[config.mk]
export PLATFORM = sky130hd
export DESIGN_NAME = rgb_color_classifier
export DESIGN_NICKNAME = d
export VERILOG_FILES = /design/src/hw/rtl/rcc_pkg.sv /design/src/hw/rtl/rgb_color_classifier.sv
export SDC_FILE = /design/constraint.sdc
export NUM_CORES = 2
export LEC_CHECK = 0
export BUFFER_PORTS_ARGS = -buffer_cell sky130_fd_sc_hd__buf_2
export CAP_MARGIN = 5
export CELL_PAD_IN_SITES_DETAIL_PLACEMENT = 1
export CELL_PAD_IN_SITES_GLOBAL_PLACEMENT = 1
export CORE_MARGIN = 1
export CORE_UTILIZATION = 50
export DETAILED_ROUTE_END_ITERATION = 8
export PLACE_DENSITY = 0.87
export RECOVER_POWER = 50
export SETUP_SLACK_MARGIN = 0.5
export SLEW_MARGIN = 15
export SYNTH_ARGS = -nofsm -noshare
export SYNTH_HDL_FRONTEND = slang
export SYNTH_SLANG_ARGS = --single-unit
[constraint.sdc]
create_clock -name clock -period 6.8 [get_ports clock]
set_clock_uncertainty 0.2 [all_clocks]
set_input_delay 1.36 -clock clock [delete_from_list [all_inputs] [get_ports clock]]
set_output_delay 1.36 -clock clock [all_outputs]
set_load 0.01 [all_outputs]
[src/hw/rtl/rcc_pkg.sv]
// ----------------------------------------------------------------------------
// rcc_pkg
// Shared widths, constants, register map and class codes of the RGB color
// classifier.
// ----------------------------------------------------------------------------
package rcc_pkg;

   localparam int NUM_CH     = 3;
   localparam int CH_RED     = 0;
   localparam int CH_GREEN   = 1;
   localparam int CH_BLUE    = 2;

   localparam int LEVEL_W    = 16;
   localparam int SUM_W      = 18;
   localparam int SHARE_W    = 10;
   localparam int PROD_W     = 26;
   localparam int DIV_W      = SUM_W + SHARE_W - 1;
   localparam int DIV_STAGES = SHARE_W;
   localparam int LATENCY    = DIV_STAGES + 2;

   localparam int ADDR_W     = 5;
   localparam int DATA_W     = 32;
   localparam int INDEX_W    = 3;

   localparam logic [SHARE_W-1:0] SHARE_SCALE = 10'd1000;

   localparam logic [INDEX_W-1:0] REG_DARK_CLEAR    = 3'd0;
   localparam logic [INDEX_W-1:0] REG_DARK_SUM      = 3'd1;
   localparam logic [INDEX_W-1:0] REG_WHITE_LOW     = 3'd2;
   localparam logic [INDEX_W-1:0] REG_WHITE_HIGH    = 3'd3;
   localparam logic [INDEX_W-1:0] REG_DOMINANT_MIN  = 3'd4;
   localparam logic [INDEX_W-1:0] REG_DOMINANCE_MRG = 3'd5;

   localparam logic [LEVEL_W-1:0] DARK_CLEAR_RESET    = 16'd50;
   localparam logic [SUM_W-1:0]   DARK_SUM_RESET      = 18'd100;
   localparam logic [SHARE_W-1:0] WHITE_LOW_RESET     = 10'd280;
   localparam logic [SHARE_W-1:0] WHITE_HIGH_RESET    = 10'd400;
   localparam logic [SHARE_W-1:0] DOMINANT_MIN_RESET  = 10'd380;
   localparam logic [SHARE_W-1:0] DOMINANCE_MRG_RESET = 10'd100;

   typedef enum logic [2:0] {
      CLASS_BLACK   = 3'd0,
      CLASS_WHITE   = 3'd1,
      CLASS_RED     = 3'd2,
      CLASS_GREEN   = 3'd3,
      CLASS_BLUE    = 3'd4,
      CLASS_UNKNOWN = 3'd5
   } class_type;

endpackage

[src/hw/rtl/rgb_color_classifier.sv]
// ----------------------------------------------------------------------------
// rgb_color_classifier
// Classifies one RGBC sample per clock as black, white, red, green, blue or
// unknown, with thresholds held in APB registers.
// ----------------------------------------------------------------------------
// The block takes one sample in every clock cycle and busy stays low. Each
// result appears on rsp_color_class with rsp_valid high for one cycle, once
// the sample has passed all stages: one stage forms the channel products
// and the sum, ten stages of the pipelined share divider each resolve one
// quotient bit, and one stage classifies. Results come out in order and the
// receiver must take them as they come. Write the thresholds only while no
// sample is in flight.

module rgb_color_classifier (
   input  logic                         clock,
   input  logic                         reset,
   input  logic                         start,
   output logic                         busy,
   input  logic [rcc_pkg::LEVEL_W-1:0]  req_clear_level,
   input  logic [rcc_pkg::LEVEL_W-1:0]  req_red_level,
   input  logic [rcc_pkg::LEVEL_W-1:0]  req_green_level,
   input  logic [rcc_pkg::LEVEL_W-1:0]  req_blue_level,
   output logic                         rsp_valid,
   output logic [2:0]                   rsp_color_class,
   input  logic                         psel,
   input  logic                         penable,
   input  logic                         pwrite,
   input  logic [rcc_pkg::ADDR_W-1:0]   paddr,
   input  logic [rcc_pkg::DATA_W-1:0]   pwdata,
   output logic [rcc_pkg::DATA_W-1:0]   prdata,
   output logic                         pready
);

   localparam int NS = rcc_pkg::DIV_STAGES;
   localparam int NC = rcc_pkg::NUM_CH;

   // Configuration registers.
   logic [rcc_pkg::LEVEL_W-1:0] dark_clear_ff;
   logic [rcc_pkg::SUM_W-1:0]   dark_sum_ff;
   logic [rcc_pkg::SHARE_W-1:0] white_low_ff;
   logic [rcc_pkg::SHARE_W-1:0] white_high_ff;
   logic [rcc_pkg::SHARE_W-1:0] dominant_min_ff;
   logic [rcc_pkg::SHARE_W-1:0] dominance_mrg_ff;

   logic                        accept;
   logic                        csr_write;
   logic [rcc_pkg::INDEX_W-1:0] csr_index;

   // Pipeline: entry 0 is the product stage, entries 1..NS the divider stages.
   logic [NS:0]                 valid_ff;
   logic [NS:0]                 valid_in;
   logic [NS:0]                 black_ff;
   logic [NS:0]                 black_in;
   logic [rcc_pkg::SUM_W-1:0]   sum_ff [NS+1];
   logic [rcc_pkg::SUM_W-1:0]   sum_in [NS+1];
   logic [rcc_pkg::PROD_W-1:0]  rem_ff [NS+1][NC];
   logic [rcc_pkg::PROD_W-1:0]  rem_in [NS+1][NC];
   logic [rcc_pkg::SHARE_W-1:0] quo_ff [NS+1][NC];
   logic [rcc_pkg::SHARE_W-1:0] quo_in [NS+1][NC];

   logic                        rsp_valid_ff;
   logic                        rsp_valid_in;
   rcc_pkg::class_type          class_ff;
   rcc_pkg::class_type          class_in;

   logic [rcc_pkg::LEVEL_W-1:0] level [NC];

   assign busy      = 1'b0;
   assign accept    = start && !busy;
   assign pready    = 1'b1;
   assign csr_write = psel && penable && pwrite && pready;
   assign csr_index = paddr[rcc_pkg::ADDR_W-1:2];

   assign level[rcc_pkg::CH_RED]   = req_red_level;
   assign level[rcc_pkg::CH_GREEN] = req_green_level;
   assign level[rcc_pkg::CH_BLUE]  = req_blue_level;

   // ------------------------------------------------------------------------
   // Register file
   // ------------------------------------------------------------------------
   always_ff @(posedge clock) begin
      if (reset) begin
         dark_clear_ff    <= rcc_pkg::DARK_CLEAR_RESET;
         dark_sum_ff      <= rcc_pkg::DARK_SUM_RESET;
         white_low_ff     <= rcc_pkg::WHITE_LOW_RESET;
         white_high_ff    <= rcc_pkg::WHITE_HIGH_RESET;
         dominant_min_ff  <= rcc_pkg::DOMINANT_MIN_RESET;
         dominance_mrg_ff <= rcc_pkg::DOMINANCE_MRG_RESET;
      end else if (csr_write) begin
         case (csr_index)
            rcc_pkg::REG_DARK_CLEAR: begin
               dark_clear_ff <= pwdata[rcc_pkg::LEVEL_W-1:0];
            end
            rcc_pkg::REG_DARK_SUM: begin
               dark_sum_ff <= pwdata[rcc_pkg::SUM_W-1:0];
            end
            rcc_pkg::REG_WHITE_LOW: begin
               white_low_ff <= pwdata[rcc_pkg::SHARE_W-1:0];
            end
            rcc_pkg::REG_WHITE_HIGH: begin
               white_high_ff <= pwdata[rcc_pkg::SHARE_W-1:0];
            end
            rcc_pkg::REG_DOMINANT_MIN: begin
               dominant_min_ff <= pwdata[rcc_pkg::SHARE_W-1:0];
            end
            rcc_pkg::REG_DOMINANCE_MRG: begin
               dominance_mrg_ff <= pwdata[rcc_pkg::SHARE_W-1:0];
            end
            default: begin
            end
         endcase
      end
   end

   always_comb begin
      case (csr_index)
         rcc_pkg::REG_DARK_CLEAR:    prdata = rcc_pkg::DATA_W'(dark_clear_ff);
         rcc_pkg::REG_DARK_SUM:      prdata = rcc_pkg::DATA_W'(dark_sum_ff);
         rcc_pkg::REG_WHITE_LOW:     prdata = rcc_pkg::DATA_W'(white_low_ff);
         rcc_pkg::REG_WHITE_HIGH:    prdata = rcc_pkg::DATA_W'(white_high_ff);
         rcc_pkg::REG_DOMINANT_MIN:  prdata = rcc_pkg::DATA_W'(dominant_min_ff);
         rcc_pkg::REG_DOMINANCE_MRG: prdata = rcc_pkg::DATA_W'(dominance_mrg_ff);
         default:                    prdata = '0;
      endcase
   end

   // ------------------------------------------------------------------------
   // Product stage and divider stages
   // ------------------------------------------------------------------------
   always_comb begin
      logic [rcc_pkg::SUM_W-1:0] sum;
      logic [rcc_pkg::DIV_W-1:0] divisor;
      logic [rcc_pkg::DIV_W-1:0] partial;

      sum = rcc_pkg::SUM_W'(req_red_level) + rcc_pkg::SUM_W'(req_green_level)
          + rcc_pkg::SUM_W'(req_blue_level);
      valid_in[0] = accept;
      sum_in[0]   = sum;
      black_in[0] = (req_clear_level < dark_clear_ff) || (sum < dark_sum_ff)
                 || (sum == '0);
      for (int ch = 0; ch < NC; ch++) begin
         rem_in[0][ch] = rcc_pkg::PROD_W'(level[ch])
                       * rcc_pkg::PROD_W'(rcc_pkg::SHARE_SCALE);
         quo_in[0][ch] = '0;
      end

      // Stage j settles quotient bit NS-j. The share never reaches 1024
      // because each channel is at most the sum.
      for (int j = 1; j <= NS; j++) begin
         valid_in[j] = valid_ff[j-1];
         sum_in[j]   = sum_ff[j-1];
         black_in[j] = black_ff[j-1];
         for (int ch = 0; ch < NC; ch++) begin
            divisor = rcc_pkg::DIV_W'(sum_ff[j-1]) << (NS - j);
            partial = rcc_pkg::DIV_W'(rem_ff[j-1][ch]);
            if (partial >= divisor) begin
               rem_in[j][ch] = rcc_pkg::PROD_W'(partial - divisor);
               quo_in[j][ch] = quo_ff[j-1][ch]
                             | (rcc_pkg::SHARE_W'(1) << (NS - j));
            end else begin
               rem_in[j][ch] = rem_ff[j-1][ch];
               quo_in[j][ch] = quo_ff[j-1][ch];
            end
         end
      end
   end

   always_ff @(posedge clock) begin
      if (reset) begin
         valid_ff <= '0;
      end else begin
         valid_ff <= valid_in;
      end
   end

   always_ff @(posedge clock) begin
      black_ff <= black_in;
      for (int j = 0; j <= NS; j++) begin
         sum_ff[j] <= sum_in[j];
         for (int ch = 0; ch < NC; ch++) begin
            rem_ff[j][ch] <= rem_in[j][ch];
            quo_ff[j][ch] <= quo_in[j][ch];
         end
      end
   end

   // ------------------------------------------------------------------------
   // Classification stage
   // ------------------------------------------------------------------------
   function automatic logic in_white_band(
      input logic [rcc_pkg::SHARE_W-1:0] s,
      input logic [rcc_pkg::SHARE_W-1:0] lo,
      input logic [rcc_pkg::SHARE_W-1:0] hi
   );
      return (s > lo) && (s < hi);
   endfunction

   function automatic logic dominates(
      input logic [rcc_pkg::SHARE_W-1:0] s,
      input logic [rcc_pkg::SHARE_W-1:0] o1,
      input logic [rcc_pkg::SHARE_W-1:0] o2,
      input logic [rcc_pkg::SHARE_W-1:0] min_share,
      input logic [rcc_pkg::SHARE_W-1:0] margin
   );
      logic [rcc_pkg::SHARE_W:0] lead1;
      logic [rcc_pkg::SHARE_W:0] lead2;
      lead1 = {1'b0, o1} + {1'b0, margin};
      lead2 = {1'b0, o2} + {1'b0, margin};
      return (s > min_share) && ({1'b0, s} > lead1) && ({1'b0, s} > lead2);
   endfunction

   always_comb begin
      logic [rcc_pkg::SHARE_W-1:0] rs;
      logic [rcc_pkg::SHARE_W-1:0] gs;
      logic [rcc_pkg::SHARE_W-1:0] bs;

      rs = quo_ff[NS][rcc_pkg::CH_RED];
      gs = quo_ff[NS][rcc_pkg::CH_GREEN];
      bs = quo_ff[NS][rcc_pkg::CH_BLUE];
      rsp_valid_in = valid_ff[NS];
      if (black_ff[NS]) begin
         class_in = rcc_pkg::CLASS_BLACK;
      end else if (in_white_band(rs, white_low_ff, white_high_ff)
                && in_white_band(gs, white_low_ff, white_high_ff)
                && in_white_band(bs, white_low_ff, white_high_ff)) begin
         class_in = rcc_pkg::CLASS_WHITE;
      end else if (dominates(rs, gs, bs, dominant_min_ff, dominance_mrg_ff)) begin
         class_in = rcc_pkg::CLASS_RED;
      end else if (dominates(gs, rs, bs, dominant_min_ff, dominance_mrg_ff)) begin
         class_in = rcc_pkg::CLASS_GREEN;
      end else if (dominates(bs, rs, gs, dominant_min_ff, dominance_mrg_ff)) begin
         class_in = rcc_pkg::CLASS_BLUE;
      end else begin
         class_in = rcc_pkg::CLASS_UNKNOWN;
      end
   end

   always_ff @(posedge clock) begin
      if (reset) begin
         rsp_valid_ff <= 1'b0;
      end else begin
         rsp_valid_ff <= rsp_valid_in;
      end
   end

   always_ff @(posedge clock) begin
      class_ff <= class_in;
   end

   assign rsp_valid       = rsp_valid_ff;
   assign rsp_color_class = class_ff;

   // ------------------------------------------------------------------------
   // Assertions
   // ------------------------------------------------------------------------
`ifndef SYNTH
   // Every sample transfer produces a result.
   assert property (@(posedge clock) disable iff (reset)
      accept |-> ##(rcc_pkg::LATENCY) rsp_valid)
      else $error("result missing after sample transfer");

   // No result appears without a matching sample transfer.
   assert property (@(posedge clock) disable iff (reset)
      rsp_valid |-> $past(accept, rcc_pkg::LATENCY))
      else $error("result without a sample transfer");

   // A finished share of a non-dark sample never exceeds the full scale.
   assert property (@(posedge clock) disable iff (reset)
      (valid_ff[NS] && !black_ff[NS]) |->
         ((quo_ff[NS][rcc_pkg::CH_RED] <= rcc_pkg::SHARE_SCALE)
       && (quo_ff[NS][rcc_pkg::CH_GREEN] <= rcc_pkg::SHARE_SCALE)
       && (quo_ff[NS][rcc_pkg::CH_BLUE] <= rcc_pkg::SHARE_SCALE)))
      else $error("channel share out of range");
`endif

endmodule

# Word level (Yosys, flattened, before mapping)
# Memories as Yosys holds them, arrays and structs flattened.
# Index checks and enable logic that the tools add are counted.
[totals]
reg_bits = 100
ramBits = 1386
wordCells = 195
n_memories = 3
[classes]
addsub = 35
n_mul = 3
order_cmp = 47
eq_ne = 5
muxes = 65
n_reduce_logical = 25
[memory_table]
columns = ["name", "depth", "width", "rd", "rd_clocked_by_memory_dff", "write_ports", "line_no", "rtl"]
rows = [
  ["rem_ff", 11, 78, 10, 0, 11, "rgb_color_classifier.sv:56", "logic [rcc_pkg::PROD_W-1:0] rem_ff [NS+1][NC];"],
  ["quo_ff", 11, 30, 11, 0, 11, "rgb_color_classifier.sv:58", "logic [rcc_pkg::SHARE_W-1:0] quo_ff [NS+1][NC];"],
  ["sum_ff", 11, 18, 10, 0, 11, "rgb_color_classifier.sv:54", "logic [rcc_pkg::SUM_W-1:0] sum_ff [NS+1];"],
]
[op_table]
columns = ["cell", "n"]
rows = [
  ["$mux 26", 30],
  ["$sub 26x26->26", 6],
  ["$pmux 18 s6", 1],
  ["$ge 26x27->1", 3],
  ["$ge 26x18->1", 3],
  ["$ge 26x19->1", 3],
  ["$ge 26x20->1", 3],
  ["$ge 26x21->1", 3],
  ["$ge 26x22->1", 3],
  ["$ge 26x23->1", 3],
  ["$ge 26x24->1", 3],
  ["$ge 26x25->1", 3],
  ["$ge 26x26->1", 3],
  ["$sub 26x18->26", 3],
  ["$sub 26x19->26", 3],
  ["$sub 26x20->26", 3],
  ["$sub 26x21->26", 3],
  ["$sub 26x22->26", 3],
  ["$sub 26x23->26", 3],
  ["$sub 26x24->26", 3],
  ["$sub 26x25->26", 3],
  ["$mul 16x7->23 const B", 3],
  ["$gt 10x11->1", 6],
  ["$gt 10x10->1", 6],
  ["other kinds (26)", 74],
]

# Depth between registers and ports, before layout
# An unclocked memory read counts as a cell.
[logic_depth]
ltp_word = 9
ltp_mapped = 19
ltp_nobuf = 19

# Least setup slack after synthesis
# OpenSTA, ideal clock, no wires.
[synth_timing]
path_kind = "input -> register"
startpoint = "input port req_blue_level[5] (netlist name)"
endpoint = "memory rem_ff[0][24] (netlist name)"
arrival_ns = 5.524
t_required_ns = 6.528
slack_ns = 1.004
cell_stages = 15
cell_sequence = "inv_1 > fa_1 > fa_1 > fa_1 > fa_1 > inv_1 > ha_1 > or4_1 > o21bai_1 > a2111o_1 > nand3_1 > nand3_1 > a31o_2 > a21oi_1 > xnor2_1"
[synth_rtl]
columns = ["element", "line_no", "rtl"]
rows = [
  ["from (decl)", "rgb_color_classifier.sv:22", "input logic [rcc_pkg::LEVEL_W-1:0] req_blue_level,"],
  ["to (decl)", "rgb_color_classifier.sv:56", ""],
]

==> results.yml <==
finish:
  final-seq-area_um2: 22900
  fin_util: 0.553
  final_layout_size_suffix_gt1_frac: 0.0685
  final_nets: 9001
  post-route-cell-area_um2: 76100
  filler_cell_count: 15807
  multi_input_comb_area_um2: 43200
  layout-area-overhead-vs-synth_pct: 9.81
synthesis:
  synth_enable_flop_cells: 0
  largest_family_of_logic_cells_by_synthesized_area: "adder cells"
  post-synth-top-area-cell: "sky130_fd_sc_hd__dfxtp_1"
  yosysSeqAreaShare: 0.331
  synth_compound_gate_area_share: 0.166
  async_reset_ff_frac: 0
  synth.top_cells.by_count: "sky130_fd_sc_hd__dfxtp_1, sky130_fd_sc_hd__ha_1, sky130_fd_sc_hd__inv_1"
  synthesis.area_per_instance_um2: 9.08
  synth.top_cells.by_area: "sky130_fd_sc_hd__dfxtp_1, sky130_fd_sc_hd__ha_1, sky130_fd_sc_hd__fa_1"
  synthSimpleGateAreaFrac: 0.132
  post_synth_fa_ha_maj_area_fraction: 0.226
  yosysWarningCount: 0
  synth-main-ff-cell: "sky130_fd_sc_hd__dfxtp_1"
  synthXorXnorAreaFrac: 0.0647
  mappedNetlistArea_um2: 69300
  synth_cells: 7629
  synth-seq-cells: 1144
  synth.area.mux_share: 0.0332
  synthDominantCellAreaShare: 0.331
  synthMostInstantiatedCell: "sky130_fd_sc_hd__dfxtp_1"
  netlist-cell-type-count: 84
status:
  outcome: "complete, but fails checks"
  failing_checks: "max-capacitance violations, max-slew violations"
placement:
  detailedPlacementHpwl_um: 184000
  placement.cell_area_um2: 71900
  port_buf_inserts: 112
  finalWeightedCongestion: 0.963
timing:
  fin_setup_tns_ns: 0
  fmax_mhz: 169
  tightest_slew_margin_relative_to_the_limit: -1.32
  report.final.slew_viol_count: 183
  hold_violations: 0
  rsz0062_at_grt: "false"
  min_period_ns: 5.90
  tightestPinTransition_ns: 3.48
  setup_viol: 0
  final_clock_period_utilization_by_the_worst_path: 0.868
detailed_routing:
  vias_per_cell: 5.97
  drt_first_iter_violations: 3126
  detail_route.wirelength_um: 233000
  drcViolationCount: 0
  number_of_vias_in_the_routed_layout: 57771
  drt.antenna.violating_nets: 0
  firstDrtPassIters: 6
  drt-wirelength-per-cell_um: 24.1
global_routing:
  first_global_vias: 62334
  grt_pass1_wl_um: 356000
  grt_overflow: 0
  number_of_antenna_violations_at_the_first_check_in_global_routing: 13
  grtUsageTotal: 0.326
  largest_net_degree_at_the_start_of_global_routing: 73
run:
  max_cap_viol_count: 4
worst_setup_path:
  critical_path.cell_chain: "clkbuf_1 -> clkbuf_1 -> fa_1 -> fa_1 -> inv_1 -> fa_1 -> fa_1 -> inv_1 -> ha_1 -> inv_1 -> o21bai_1 -> a21oi_1 -> o31ai_1 -> o41ai_1 -> o2111ai_1 -> a21oi_1 -> xnor2_1"
  timing.critical_path.arrival_ns: 6.39
  crit_top_cell: "sky130_fd_sc_hd__fa_1"
  critPathLaunchType: "primary input"
  start_point_of_the_critical_path: "req_green_level[1]"
  critPathSlowestCell: "sky130_fd_sc_hd__o41ai_1"
  path_class: "in -> reg"
  worstPathBufferInverterCount: 5
  critPathTopFamily: "adder cells"
  timing.critical_path.to_type: "flop"
  worstReg2RegStart: "dominance_mrg_ff[1]"
  timing.critical_path.fanout_max: 5
  critical-path-max-stage-delay_ns: 0.59
  timing.critical_path.required_ns: 7.29
die:
  die_w_um: 374
  top_level_i_o_count: 145
  initial_utilization: 0.504
  total_die_area_um2: 140000
  floorplan.die.height_um: 374
  core_area_um2: 137000
  num_rows: 136
cts:
  cts_tree: "built"
  clock-root-buffer: "sky130_fd_sc_hd__clkbuf_16"
  h-tree-depth: 3
  clock-sinks: 1144
  number_of_buffers_inserted_for_hold_repair_after_clock_tree_synthesis: 0
  numCtsBuffers: 119
  cts_resized: 0
  clock_latency_ns: 0.77
  clockBufferDepth: 3
  post_cts.repair.setup_buffers: 0
  clk_pin_slew_worst_paths_ns: 0.06
worst_hold_path:
  hold_path_class: "reg -> reg"
  min-delay-start: "black_ff[8]"
==> cell type report <==
class	count	area share
clock buffers	153	0.0434
flip-flops and latches	1144	0.301
multi-input cells	5636	0.568
well taps	1794	0.0295
clock inverters	71	0.0124
repair buffers	144	0.00987
diodes	6	0.000197
inverters	723	0.0357
==> cell usage in the layout, fill, tap and decap left out, types with 16 or more instances in the layout <==
| cell type | count |
|---|---|
| sky130_fd_sc_hd__a211o_1 | 20 |
| sky130_fd_sc_hd__a211oi_1 | 53 |
| sky130_fd_sc_hd__a21boi_0 | 39 |
| sky130_fd_sc_hd__a21o_1 | 190 |
| sky130_fd_sc_hd__a21oi_1 | 593 |
| sky130_fd_sc_hd__a31o_2 | 16 |
| sky130_fd_sc_hd__a31oi_1 | 62 |
| sky130_fd_sc_hd__and2_1 | 19 |
| sky130_fd_sc_hd__and3_1 | 50 |
| sky130_fd_sc_hd__buf_2 | 102 |
| sky130_fd_sc_hd__buf_4 | 21 |
| sky130_fd_sc_hd__clkbuf_1 | 34 |
| sky130_fd_sc_hd__clkbuf_16 | 119 |
| sky130_fd_sc_hd__clkbuf_8 | 20 |
| sky130_fd_sc_hd__conb_1 | 16 |
| sky130_fd_sc_hd__dfxtp_1 | 1144 |
| sky130_fd_sc_hd__fa_1 | 209 |
| sky130_fd_sc_hd__ha_1 | 917 |
| sky130_fd_sc_hd__inv_1 | 722 |
| sky130_fd_sc_hd__mux2_2 | 134 |
| sky130_fd_sc_hd__mux2i_1 | 70 |
| sky130_fd_sc_hd__nand2_1 | 556 |
| sky130_fd_sc_hd__nand2b_1 | 96 |
| sky130_fd_sc_hd__nand3_1 | 129 |
| sky130_fd_sc_hd__nand4_1 | 72 |
| sky130_fd_sc_hd__nor2_1 | 503 |
| sky130_fd_sc_hd__nor2b_1 | 118 |
| sky130_fd_sc_hd__nor3_1 | 156 |
| sky130_fd_sc_hd__nor4_1 | 63 |
| sky130_fd_sc_hd__o211ai_1 | 51 |
| sky130_fd_sc_hd__o21a_1 | 97 |
| sky130_fd_sc_hd__o21ai_0 | 466 |
| sky130_fd_sc_hd__o21bai_1 | 49 |
| sky130_fd_sc_hd__o22ai_1 | 19 |
| sky130_fd_sc_hd__o31ai_1 | 42 |
| sky130_fd_sc_hd__or2_2 | 22 |
| sky130_fd_sc_hd__or3_1 | 41 |
| sky130_fd_sc_hd__xnor2_1 | 309 |
| sky130_fd_sc_hd__xor2_1 | 203 |
==> metal layers <==
layer	vias to the layer above	track usage	wire, um	part of all wire
li1	26945	-	-	-
met1	28526	0.363	91000	0.39
met2	1557	0.581	115000	0.49
met3	739	0.0382	9260	0.040
met4	4	0.223	17500	0.075
met5	-	0	23	0.000099
==> worst paths after layout <==
path                                      endpoint  slack [ns]  depth (start not counted)
worst max-delay path                 rem_ff[0][51]        0.90                         17
worst min-delay path                   black_ff[9]        0.12                          0
worst max register to register  rsp_color_class[0]        1.88                         19
worst min register to register         black_ff[9]        0.12                          0
==> registers in the layout, summed over array words and instances, names as in the netlist <==
name	cells
sum_ff	180
black_ff	11
rem_ff	699
dominant_min_ff	10
quo_ff	165
dark_clear_ff	16
rsp_color_class	3
rsp_valid	1
valid_ff	11
dominance_mrg_ff	10
white_high_ff	10
dark_sum_ff	18
white_low_ff	10
==> cells by family (layout without fill, tap and decap cells) <==
family | after synthesis | count (layout)
xor+xnor | 512 | 512
buf+inv | 863 | 1091
other cells | 2 | 22
simple gates | 1914 | 1914
fa+ha+maj | 1126 | 1126
mux | 209 | 209
compound gates | 1859 | 1859
flops | 1144 | 1144
==> metrics by stage <==
step | instances | worst slack [ns] | hold slack [ns]
after global routing | 9670 | 0.618 | 0.122
after CTS | 9664 | 1.02 | 0.0961
final | 9671 | 0.896 | 0.117
after global placement | 9440 | 0.509 | 0.111
after detailed placement | 9440 | 0.312 | 0.113
after floorplan | 7643 | 1.00 | 0.110
Power is not shown: default switching activity piles up to over one toggle a cycle in this logic, so the estimate is an artifact.
